File: src/hdl/swrf_pkg.sv
// shared types and constants of the rank filter
package swrf_pkg;

    localparam int MAX_WIDTH  = 1024;
    localparam int MAX_WINDOW = 7;
    localparam int MAX_ROWS   = 4096;
    localparam int LINES      = MAX_WINDOW - 1;
    localparam int CELLS      = MAX_WINDOW * MAX_WINDOW;

    localparam int COL_W   = 10;
    localparam int ROW_W   = 12;
    localparam int CHAN_W  = 8;
    localparam int PIX_W   = 3 * CHAN_W;
    localparam int KEY_W   = 10;
    localparam int POS_W   = $clog2(CELLS);
    localparam int LW_W    = 11;
    localparam int SIZE_W  = 3;
    localparam int RANK_W  = 6;
    localparam int CFG_W   = 11;
    localparam int CFG_IDX_W = 2;
    localparam int CNT_W   = $clog2(CELLS);

    typedef enum logic [CFG_IDX_W-1:0] {
        CFG_LINE_WIDTH  = 2'd0,
        CFG_WINDOW_SIZE = 2'd1,
        CFG_RANK_INDEX  = 2'd2,
        CFG_COLOUR_MODE = 2'd3
    } cfg_idx_t;

    typedef enum logic [2:0] {
        ST_IDLE,
        ST_SHIFT,
        ST_LOAD,
        ST_COUNT,
        ST_MARK,
        ST_SELECT,
        ST_OUT
    } state_t;

    typedef struct packed {
        logic              frame_start;
        logic [CHAN_W-1:0] chan_a;
        logic [CHAN_W-1:0] chan_b;
        logic [CHAN_W-1:0] chan_c;
    } in_t;

    typedef struct packed {
        logic [COL_W-1:0]  out_col;
        logic [ROW_W-1:0]  out_row;
        logic [CHAN_W-1:0] res_a;
        logic [CHAN_W-1:0] res_b;
        logic [CHAN_W-1:0] res_c;
    } out_t;

    typedef struct packed {
        logic load;
        logic count;
        logic mark;
        logic shift;
    } cell_ctrl_t;

    typedef struct packed {
        logic             valid;
        logic [KEY_W-1:0] key;
        logic [POS_W-1:0] pos;
    } stream_t;

    typedef struct packed {
        logic [PIX_W-1:0] pix;
        logic             hit;
    } cand_t;

endpackage

File: src/hdl/swrf_cell.sv
// one ranking cell: holds a candidate, counts smaller entries passing by
module swrf_cell (
    input  logic                          aclk,
    input  swrf_pkg::cell_ctrl_t          ctrl,
    input  logic                          colour,
    input  logic [swrf_pkg::POS_W-1:0]    pos,
    input  logic [swrf_pkg::PIX_W-1:0]    win_pix,
    input  logic                          win_valid,
    input  logic [swrf_pkg::RANK_W-1:0]   target,
    input  swrf_pkg::stream_t             bcast,
    input  swrf_pkg::stream_t             stream_in,
    output swrf_pkg::stream_t             stream_out,
    input  swrf_pkg::cand_t               cand_in,
    output swrf_pkg::cand_t               cand_out
);

    logic [swrf_pkg::KEY_W-1:0] key;
    logic [swrf_pkg::KEY_W-1:0] key_reg;
    logic                       valid_reg;
    logic [swrf_pkg::CNT_W-1:0] count_reg;
    swrf_pkg::stream_t          stream_reg;
    swrf_pkg::cand_t            cand_reg;
    logic                       smaller;

    always_comb begin
        if (colour) begin
            key = swrf_pkg::KEY_W'(win_pix[7:0]) + swrf_pkg::KEY_W'(win_pix[15:8])
                + swrf_pkg::KEY_W'(win_pix[23:16]);
        end else begin
            key = swrf_pkg::KEY_W'(win_pix[7:0]);
        end
    end

    // earlier raster position sits at a higher cell index
    assign smaller = bcast.valid &&
        ((bcast.key < key_reg) || ((bcast.key == key_reg) && (bcast.pos > pos)));

    always_ff @(posedge aclk) begin
        if (ctrl.load) begin
            key_reg          <= key;
            valid_reg        <= win_valid;
            count_reg        <= '0;
            stream_reg.valid <= win_valid;
            stream_reg.key   <= key;
            stream_reg.pos   <= pos;
            cand_reg.pix     <= win_pix;
            cand_reg.hit     <= 1'b0;
        end else if (ctrl.count) begin
            stream_reg <= stream_in;
            if (smaller) begin
                count_reg <= count_reg + 1'b1;
            end
        end else if (ctrl.mark) begin
            cand_reg.hit <= valid_reg && (count_reg == target);
        end else if (ctrl.shift) begin
            cand_reg <= cand_in;
        end
    end

    assign stream_out = stream_reg;
    assign cand_out   = cand_reg;

endmodule

File: config.mk
export PLATFORM = sky130hd
export DESIGN_NAME = swrf_cell
export DESIGN_NICKNAME = d
export VERILOG_FILES = /design/src/hdl/swrf_pkg.sv /design/src/hdl/swrf_cell.sv
export SDC_FILE = /design/constraint.sdc
export NUM_CORES = 1
export LEC_CHECK = 0
export BUFFER_PORTS_ARGS = -buffer_cell sky130_fd_sc_hd__buf_2
export CORE_ASPECT_RATIO = 0.75
export CORE_MARGIN = 1.5
export CORE_UTILIZATION = 30
export DETAILED_ROUTE_END_ITERATION = 8
export PLACE_DENSITY = 0.59
export SLEW_MARGIN = 20
export SYNTH_ARGS = -nofsm -noshare
export SYNTH_HDL_FRONTEND = slang
export SYNTH_SLANG_ARGS = --single-unit
File: constraint.sdc
create_clock -name aclk -period 3.89 [get_ports aclk]
set_input_delay 0.778 -clock aclk [delete_from_list [all_inputs] [get_ports aclk]]
set_output_delay 0.778 -clock aclk [all_outputs]
set_load 0.01 [all_outputs]
# Yosys cells after proc, flatten, opt, wreduce, memory -nomap -nowiden
# Index checks and enable logic that the tools add are counted.
# word_totals
regBits	59
out_inout_bits	42
word_cells	36
# classes
n_addsub	3
n_lt_le_gt_ge	2
n_eq_ne	4
mux	8
bitwise	1
n_reduce_logical	10
# ops
operator	count
25-bit two-way mux	3
17-bit two-way mux	2
24-bit two-way mux	1
9-bit by 8-bit adder with 10-bit output	1
10-bit equality test	1
10-bit less-than comparator	1
10-bit two-way mux	1
8-bit by 8-bit adder with 9-bit output	1
6-bit by 1-bit adder with 6-bit output, second input constant	1
6-bit equality test	1
6-bit > comparator	1
2-bit nonzero test	3
2-bit by 1-bit != test with 1-bit output, second input constant	2
2-bit AND reduction	2
1-bit logical AND	3
3-bit AND reduction	1
1-bit logical OR	1
1-bit two-way mux	1
1-bit inverter	1

# Longest topological paths before layout
# Gate-level depths: netlist of run 1.
# logic_depth
depth_word	5
ltp_mapped	12

# Least setup slack after synthesis of run 1
# Ideal clock, no wire load.
# synth_timing
path_type	input port to flip-flop
start	input win_pix[1] (netlist bit)
end	register stream_reg (netlist bit stream_out[11]), data pin
setup_time_ns	0.260
arrival_ns	2.730
t_required_ns	3.630
slack_ns	0.900
path_stages	10
n_path_buf	0
cell_sequence	fa_1 ha_1 inv_1 fa_1 nor2b_1 o21ai_0 nand2_1 xor2_1 mux2_2 mux2_2
# synth_via
elab_chain_cells	4
# synth_lines
element	line	rtl
from (decl)	swrf_cell.sv:7	input logic [swrf_pkg::PIX_W-1:0] win_pix,
8-bit by 8-bit adder with 9-bit output	swrf_cell.sv:27	key = swrf_pkg::KEY_W'(win_pix[7:0]) + swrf_pkg::KEY_W'(win_pix[15:8])
9-bit by 8-bit adder with 10-bit output	swrf_cell.sv:28	+ swrf_pkg::KEY_W'(win_pix[23:16]);
10-bit two-way mux	swrf_cell.sv:26	if (colour) begin
net key, one bit	swrf_cell.sv:17	logic [swrf_pkg::KEY_W-1:0] key;
17-bit two-way mux	swrf_cell.sv:39	if (ctrl.load) begin
to (signal assigned)	swrf_cell.sv:49	stream_reg <= stream_in;
to (decl)	swrf_cell.sv:21	swrf_pkg::stream_t stream_reg;
# The timed path passes the listed nets, and every way through them passes these cells.
# A chain may end at the register's enable or synchronous reset.

# Worst setup path in the final report of run 1
# Ends and elaborated chain as after synthesis.

==> metrics.md, run 1 <==
| Metric | Value |
|---|---|
| Status | `finished, final reports clean` |
| Die X | `roughly 130 um` |
| Pleak | `around 2.1 nW` |
| Syn Nets | `~420` |
| CP max stage delay | `0.54 ns` |
| Avg Inst Size Synth | `12.1 sq um` |
| Clk root buf | `clkbuf_16` |
| Top-area cell type share of the netlist area | `0.461` |
| First-pass GRT wire length | `between 10 and 15 mm` |
| TNS Setup | `0 ns` |
| GR Overflow Total | `0` |
| Clk Latency, worst-skew pair | `between 0.3 and 0.4 ns` |
| HP Start | `count_reg[5]$_SDFFE_PP0P_` |
| Final instance area | `roughly 4600 sq um` |
| Hold Violations, Final | `0` |
| Port buffer count | `about 140` |
| Antenna violations before repair | `1` |
| Max-cap violation count | `0` |
| Layout area overhead | `35.6%` |
| Setup Skew | `0.00637 ns` |
| Most frequent cells in the layout | `143 x buf_2, 52 x edfxtp_1, 33 x inv_1` |
| Data arrival time of the critical path | `approximately 3.1 ns` |
| H-tree depth | `3` |
| I/O pin count | `144` |
| Clock tree buffer depth | `2` |
| Share of the yosys chip area belonging to registers | `0.502` |
| Die area | `11900 sq um` |
| Distinct cells, synth | `between 40 and 50` |
| Die H | `roughly 95 um` |
| Crit path kind | `primary input to flip-flop` |
| Worst Setup End Kind | `flip-flop` |
| Core footprint | `10900 sq um` |
| Register bit total from synthesis | `59` |
| Tightest Pin Transition | `1.05 ns` |
| Resize count post-CTS | `0` |
| Pwr Density | `between 400 and 500 nW/um^2` |
| Average wire per standard cell | `between 15 and 20 um` |
| Std cell rows | `33` |
| Final nets | `563` |
| Number of DRC markers in iteration 0 | `approximately 120` |
| Worst reg-to-reg setup slack | `about 1.4 ns` |
| Commonest non-fill, non-tap cell in the layout | `buf_2` |
| Hold Path End | `count_reg[5]$_SDFFE_PP0P_` |
| Worst VDD drop | `between 0.0002 and 0.00025 V` |
| CTS tree | `yes` |
| Max reg flops | `25` |
| Fin. max-slew vios | `0` |
| Clock-pin slew on the worst setup and hold paths | `about 0.060 ns` |
| Largest net degree at the start of global routing | `35` |
| Vias in the first global route | `about 2.6k` |
| Sink Count | `between 50 and 60` |
| Mapped Area | `3390 sq um` |
| WHS Path Cells | `2` |
| Share of layout cells above drive strength 1 | `0.432` |
| Hold buffers post-CTS | `0` |
| Detail Route Antenna Nets | `0` |
| Critical Path Start Type | `primary input` |
| Synth area leader | `edfxtp_1` |
| RSZ-0062 raised after global routing | `false` |
| GRT Total Usage | `0.156` |
| Worst R2R End | `count_reg[5]$_SDFFE_PP0P_` |
| Worst path required time | `a little under 4 ns` |
| Crit-path cells | `buf_2 -> fa_1 -> ha_1 -> inv_1 -> fa_1 -> nor2b_1 -> o21ai_0 -> nand2_1 -> xor2_1 -> mux2_2 -> mux2_2` |
| Top cells by area, synth | `edfxtp_1 46%, ha_1 8.9%, mux2_2 6.0%` |
| Starting density of the core | `0.310` |
| Critical path's slowest cell | `fa_1` |
| Cts bufs inserted | `9` |
| Iteration count of the initial detailed-routing pass | `4` |
| Slew HR | `0.303` |
| Setup bufs post-CTS | `0` |
| Synth Instances | `281` |
| Hpwl dp | `roughly 7 mm` |
| R2R cell count | `8` |
| Final setup vio count | `0` |
| Synth warnings | `0` |
| Final min period | `around 3.0 ns` |
| Total wire length | `9.22 mm` |
| Reg-to-Reg Start | `key_reg[5]$_DFFE_PP_` |
| Via Count | `roughly 2.7k` |
| Worst-path fanout max | `3` |
| Final Cycle Share | `0.765` |
| Placed Area | `roughly 4300 sq um` |
| Fmax achieved | `~0.34 GHz` |
| Gp weighted congestion | `~0.80` |
| Drt drc | `0` |
| Vias/cell | `~4.7` |
| Worst min path class | `flip-flop to flip-flop` |
==> critical path: cells and delay by family <==
kind	cells	cell delay [ns]
fa+ha+maj	3	1.14
compound gates	1	0.12
buf+inv	2	0.20
xor+xnor	1	0.07
simple gates	2	0.23
mux	2	0.53
==> synthesized netlist by cell type <==
master and n:
a2111oi_2 1, a211oi_1 2, a21o_1 3, a21oi_1 12, a22o_1 23, a311o_1 1, a311oi_2 1, a31oi_1 1
and2_1 1, and3_1 1, and3_2 1, and4_4 1, clkbuf_1 9, dfxtp_1 7, edfxtp_1 52, fa_1 9
ha_1 24, inv_1 33, mux2_2 18, mux2i_1 2, nand2_1 13, nand2b_1 3, nand3_1 6, nand4_1 2
nor2_1 12, nor2b_1 3, nor3_1 3, nor4_1 2, o211ai_1 2, o211ai_2 1, o21ai_0 12, o21ai_1 1
o21bai_1 1, o22ai_1 1, o31ai_1 1, or2_2 1, or3_1 1, or3_2 1, or4_1 1, xnor2_1 7
xor2_1 5
==> through the flow <==
| step | util | total power [W] | hold slack [ns] | instances | setup slack, ns |
|---|---|---|---|---|---|
| after global routing | 0.419 | 0.00222 | 0.533 | 573 | 0.857 |
| final | 0.420 | 0.00211 | 0.499 | 574 | 0.915 |
| after CTS | 0.419 | 0.00214 | 0.501 | 573 | 0.944 |
| after global placement | 0.389 | 0.00124 | 0.479 | 557 | 0.672 |
| after detailed placement | 0.389 | 0.00125 | 0.493 | 557 | 0.621 |
| after floorplan | - | 0.00106 | 0.464 | 281 | 0.900 |
==> metal layers <==
metal  global-route usage  up-vias  wire length [um]
met5                    0        -                 0
met4               0.0644        0               171
met3               0.0595       13               815
met2                0.244       89              4200
met1                0.197     1253              4030
li1                     -     1326                 -
==> report_power, final <==
| part | total, W | internal (W) | leakage (nW) | switching, W |
|---|---|---|---|---|
| clock network | 0.000877 | 0.000578 | 0.155 | 0.000299 |
| logic | 0.000436 | 0.000198 | 1.37 | 0.000237 |
| registers | 0.000799 | 0.000779 | 0.575 | 0.0000199 |
==> worst max path at each step <==
stage / startpoint / cells after the start / to / slack, ns
2_1_floorplan: win_pix[1] / 10 / stream_out[11]$_DFFE_PP_ / 0.90
3_3_place_gp: win_pix[1] / 11 / stream_out[11]$_DFFE_PP_ / 0.67
3_5_place_dp: win_pix[1] / 11 / stream_out[11]$_DFFE_PP_ / 0.62
4_1_cts: win_pix[1] / 11 / stream_out[11]$_DFFE_PP_ / 0.94
5_1_grt: win_pix[0] / 13 / stream_out[11]$_DFFE_PP_ / 0.86
6_report: win_pix[1] / 11 / stream_out[11]$_DFFE_PP_ / 0.92
==> kinds of logic (layout without fill, tap and decap cells) <==
logic type / after synthesis / after routing / share of synthesized area
buf+inv: 42 / 194 / 0.0465
fa+ha+maj: 33 / 33 / 0.142
compound gates: 63 / 63 / 0.136
xor+xnor: 12 / 12 / 0.0310
simple gates: 52 / 52 / 0.0768
other cells: 0 / 1 / 0
mux: 20 / 20 / 0.0658
flops: 59 / 59 / 0.502
==> layout make-up <==
class                      count  area, sq um
clock inverter                 6         88.8
timing repair buffer         145          731
inverter                      33          124
antenna                        1         2.50
tap                          140          175
clock buffer                  10          239
fill                        1043         6350
sequential                    59         1700
multi-input combinational    180         1530
(Power assumes the default switching activity.)
==> run 2, diff against run 1 <==
Clock period 3.89 ns to 2.87 ns, I/O delays scaled along.
==> metrics.md, run 2 (synthesis gave the netlist of run 1 again) <==
| Metric | Value |
|---|---|
| Share of layout cells above drive strength 1 | `0.442 (was 0.432)` |
| GR Overflow Total | `0 (unchanged)` |
| Clock-pin slew on the worst setup and hold paths | `0.06 ns (about the same)` |
| Slew HR | `0.334 (was 0.303)` |
| Cts bufs inserted | `9 (unchanged)` |
| Worst reg-to-reg setup slack | `0.42 ns (was 1.36 ns)` |
| Gp weighted congestion | `0.781 (was 0.801)` |
| Final Util | `0.425 (was 0.420)` |
| Data arrival time of the critical path | `2.79 ns (was 3.06 ns)` |
| Hpwl dp | `7.07 mm (was 7.20 mm)` |
| Worst VDD drop | `0.000368 V (was 0.000205 V)` |
| Crit-path cells | `buf_2 -> fa_1 -> ha_1 -> inv_1 -> fa_1 -> nor2b_1 -> o21ai_0 -> nand2_1 -> xor2_1 -> mux2_2 -> mux2_2 (unchanged)` |
| Final setup vio count | `0 (unchanged)` |
| WHS Path Cells | `1 (was 2)` |
| Vias/cell | `4.75 (was 4.67)` |
| Fmax achieved | `0.369 GHz` |
| Most frequent cells in the layout | `143 x buf_2, 52 x edfxtp_1, 33 x inv_1 (unchanged)` |
| Core footprint | `10900 sq um (unchanged)` |
| Fin. max-slew vios | `0 (unchanged)` |
| Commonest non-fill, non-tap cell in the layout | `buf_2 (unchanged)` |
| Pwr Density | `616 nW/um^2 (was 460 nW/um^2)` |
| Worst-path fanout max | `2 (was 3)` |
| Drt drc | `0 (unchanged)` |
| Worst path required time | `2.95 ns (was 3.97 ns)` |
| R2R cell count | `8 (unchanged)` |
| Resize count post-CTS | `0 (unchanged)` |
| Fillers | `1060 (was 1043)` |
| Layout Cells excl Fill | `581 (was 574)` |
| Vias in the first global route | `2748 (was 2639)` |
| Crit path buf inv count | `2 (unchanged)` |
| Via Count | `2761 (was 2681)` |
| Max reg flops | `25 (unchanged)` |
| Antenna violations before repair | `0 (was 1)` |
| Hold Violations, Final | `0 (unchanged)` |
| Critical path's slowest cell | `fa_1 (unchanged)` |
| CP delay by family, top | `adder cells (unchanged)` |
| CP max stage delay | `0.54 ns (about the same)` |
| Die area | `11900 sq um (unchanged)` |
| H-tree depth | `3 (unchanged)` |
| Clock tree buffer depth | `2 (unchanged)` |
| CP Depth | `11 (unchanged)` |
| Status | `finished, final reports clean (unchanged)` |
| Pleak | `2.14 nW (was 2.10 nW)` |
| Worst min path class | `primary input to flip-flop (was flip-flop to flip-flop)` |
| Clk Latency, worst-skew pair | `0.32 ns (was 0.33 ns)` |
| Critical Path Start Type | `primary input (unchanged)` |
| Starting density of the core | `0.310 (unchanged)` |
| Hold buffers post-CTS | `0 (unchanged)` |
| Std cell rows | `33 (unchanged)` |
| Detail Route Antenna Nets | `0 (unchanged)` |
| Placed insts | `565 (was 557)` |
| First-pass GRT wire length | `14.1 mm (was 13.8 mm)` |
| Total wire length | `9.04 mm (was 9.22 mm)` |
| CTS tree | `yes (unchanged)` |
| Final min period | `2.71 ns` |
| Iteration count of the initial detailed-routing pass | `4 (unchanged)` |
| Hold Worst Slack | `0.445 ns (was 0.499 ns)` |
| Sink Count | `59 (unchanged)` |
| Number of DRC markers in iteration 0 | `130 (was 121)` |
| Clk root buf | `clkbuf_16 (unchanged)` |
| Setup bufs post-CTS | `0 (unchanged)` |
| Die H | `95.0 um (unchanged)` |
| Port buffer count | `143 (unchanged)` |
| Largest net degree at the start of global routing | `64 (was 35)` |
| RSZ-0062 raised after global routing | `false (unchanged)` |
| Number of inserted diodes | `0 (was 1)` |
| Final Cycle Share | `0.944` |
| Layout area overhead | `37.2% (was 35.6%)` |
| Final nets | `571 (was 563)` |
| I/O pin count | `144 (unchanged)` |
| Crit path kind | `primary input to flip-flop (unchanged)` |
| Setup Skew | `0.00331 ns (was 0.00637 ns)` |
| Die X | `126 um (unchanged)` |
| Max-cap violation count | `0 (unchanged)` |
| Worst Setup End Kind | `flip-flop (unchanged)` |
| Post-route worst setup slack | `0.161 ns (was 0.915 ns)` |
| Average wire per standard cell | `15.6 um (was 16.1 um)` |
| GRT Total Usage | `0.157 (was 0.156)` |
| Power consumption | `0.00287 W (was 0.00211 W)` |
| Worst slack, placed | `-0.168 ns (was 0.621 ns)` |
| Tightest Pin Transition | `0.998 ns (was 1.05 ns)` |
## run 2: changes by cell type in the layout (fill, tap and decap cells not counted)
cell      before  now
buf_4          2   10
clkinv_4       1    2
clkbuf_8       1    0
diode_2        1    0
inv_6          0    1
clkinv_2       1    0
## run 2: worst register-to-register path, cell delays in order, from the launching register on
cell and delay [ns]:
edfxtp_1 0.33, inv_1 0.04, ha_1 0.30, nand4_1 0.19
a311o_1 0.33, a311oi_2 0.36, o211ai_2 0.16, or4_1 0.52
a21oi_1 0.14
## run 2: final cells by class
| cell class | instances | area [sq um] | area share |
|---|---|---|---|
| multi-input cells | 180 | 1530 | 0.329 |
| repair buffers | 153 | 791 | 0.170 |
| well taps | 140 | 175 | 0.0377 |
| inverters | 33 | 124 | 0.0266 |
| flip-flops and latches | 59 | 1700 | 0.366 |
| clock buffers | 9 | 225 | 0.0485 |
| clock inverters | 7 | 101 | 0.0218 |
## run 2: path summary, 6_finish.rpt
check / from / endpoint
max: win_pix[1] / stream_out[11]$_DFFE_PP_
max reg2reg: key_reg[5]$_DFFE_PP_ / count_reg[5]$_SDFFE_PP0P_
min: win_valid / valid_reg$_DFFE_PP_
min reg2reg: cand_out[0]$_SDFFE_PP0P_ / cand_out[0]$_SDFFE_PP0P_
## run 2: per-stage QoR
step	cell area [sq um]	setup TNS, ns
after floorplan	3390	0
after global placement	4320	-0.161
after detailed placement	4320	-0.326
after CTS	4650	0
after global routing	4650	0
final	4650	0
## run 2: power by group
part	internal [W]	switching (W)	leakage, nW
clock	0.000765	0.000416	0.152
sequential	0.00106	0.0000275	0.575
combinational	0.000282	0.000319	1.41
total	0.00210	0.000763	2.14
## run 2: metal layers
layer	GRT usage	up-vias	wire length, um
li1	-	1350	-
met1	0.204	1312	4160
met2	0.246	86	4140
met3	0.0567	13	625
met4	0.0455	0	115
met5	0	-	0
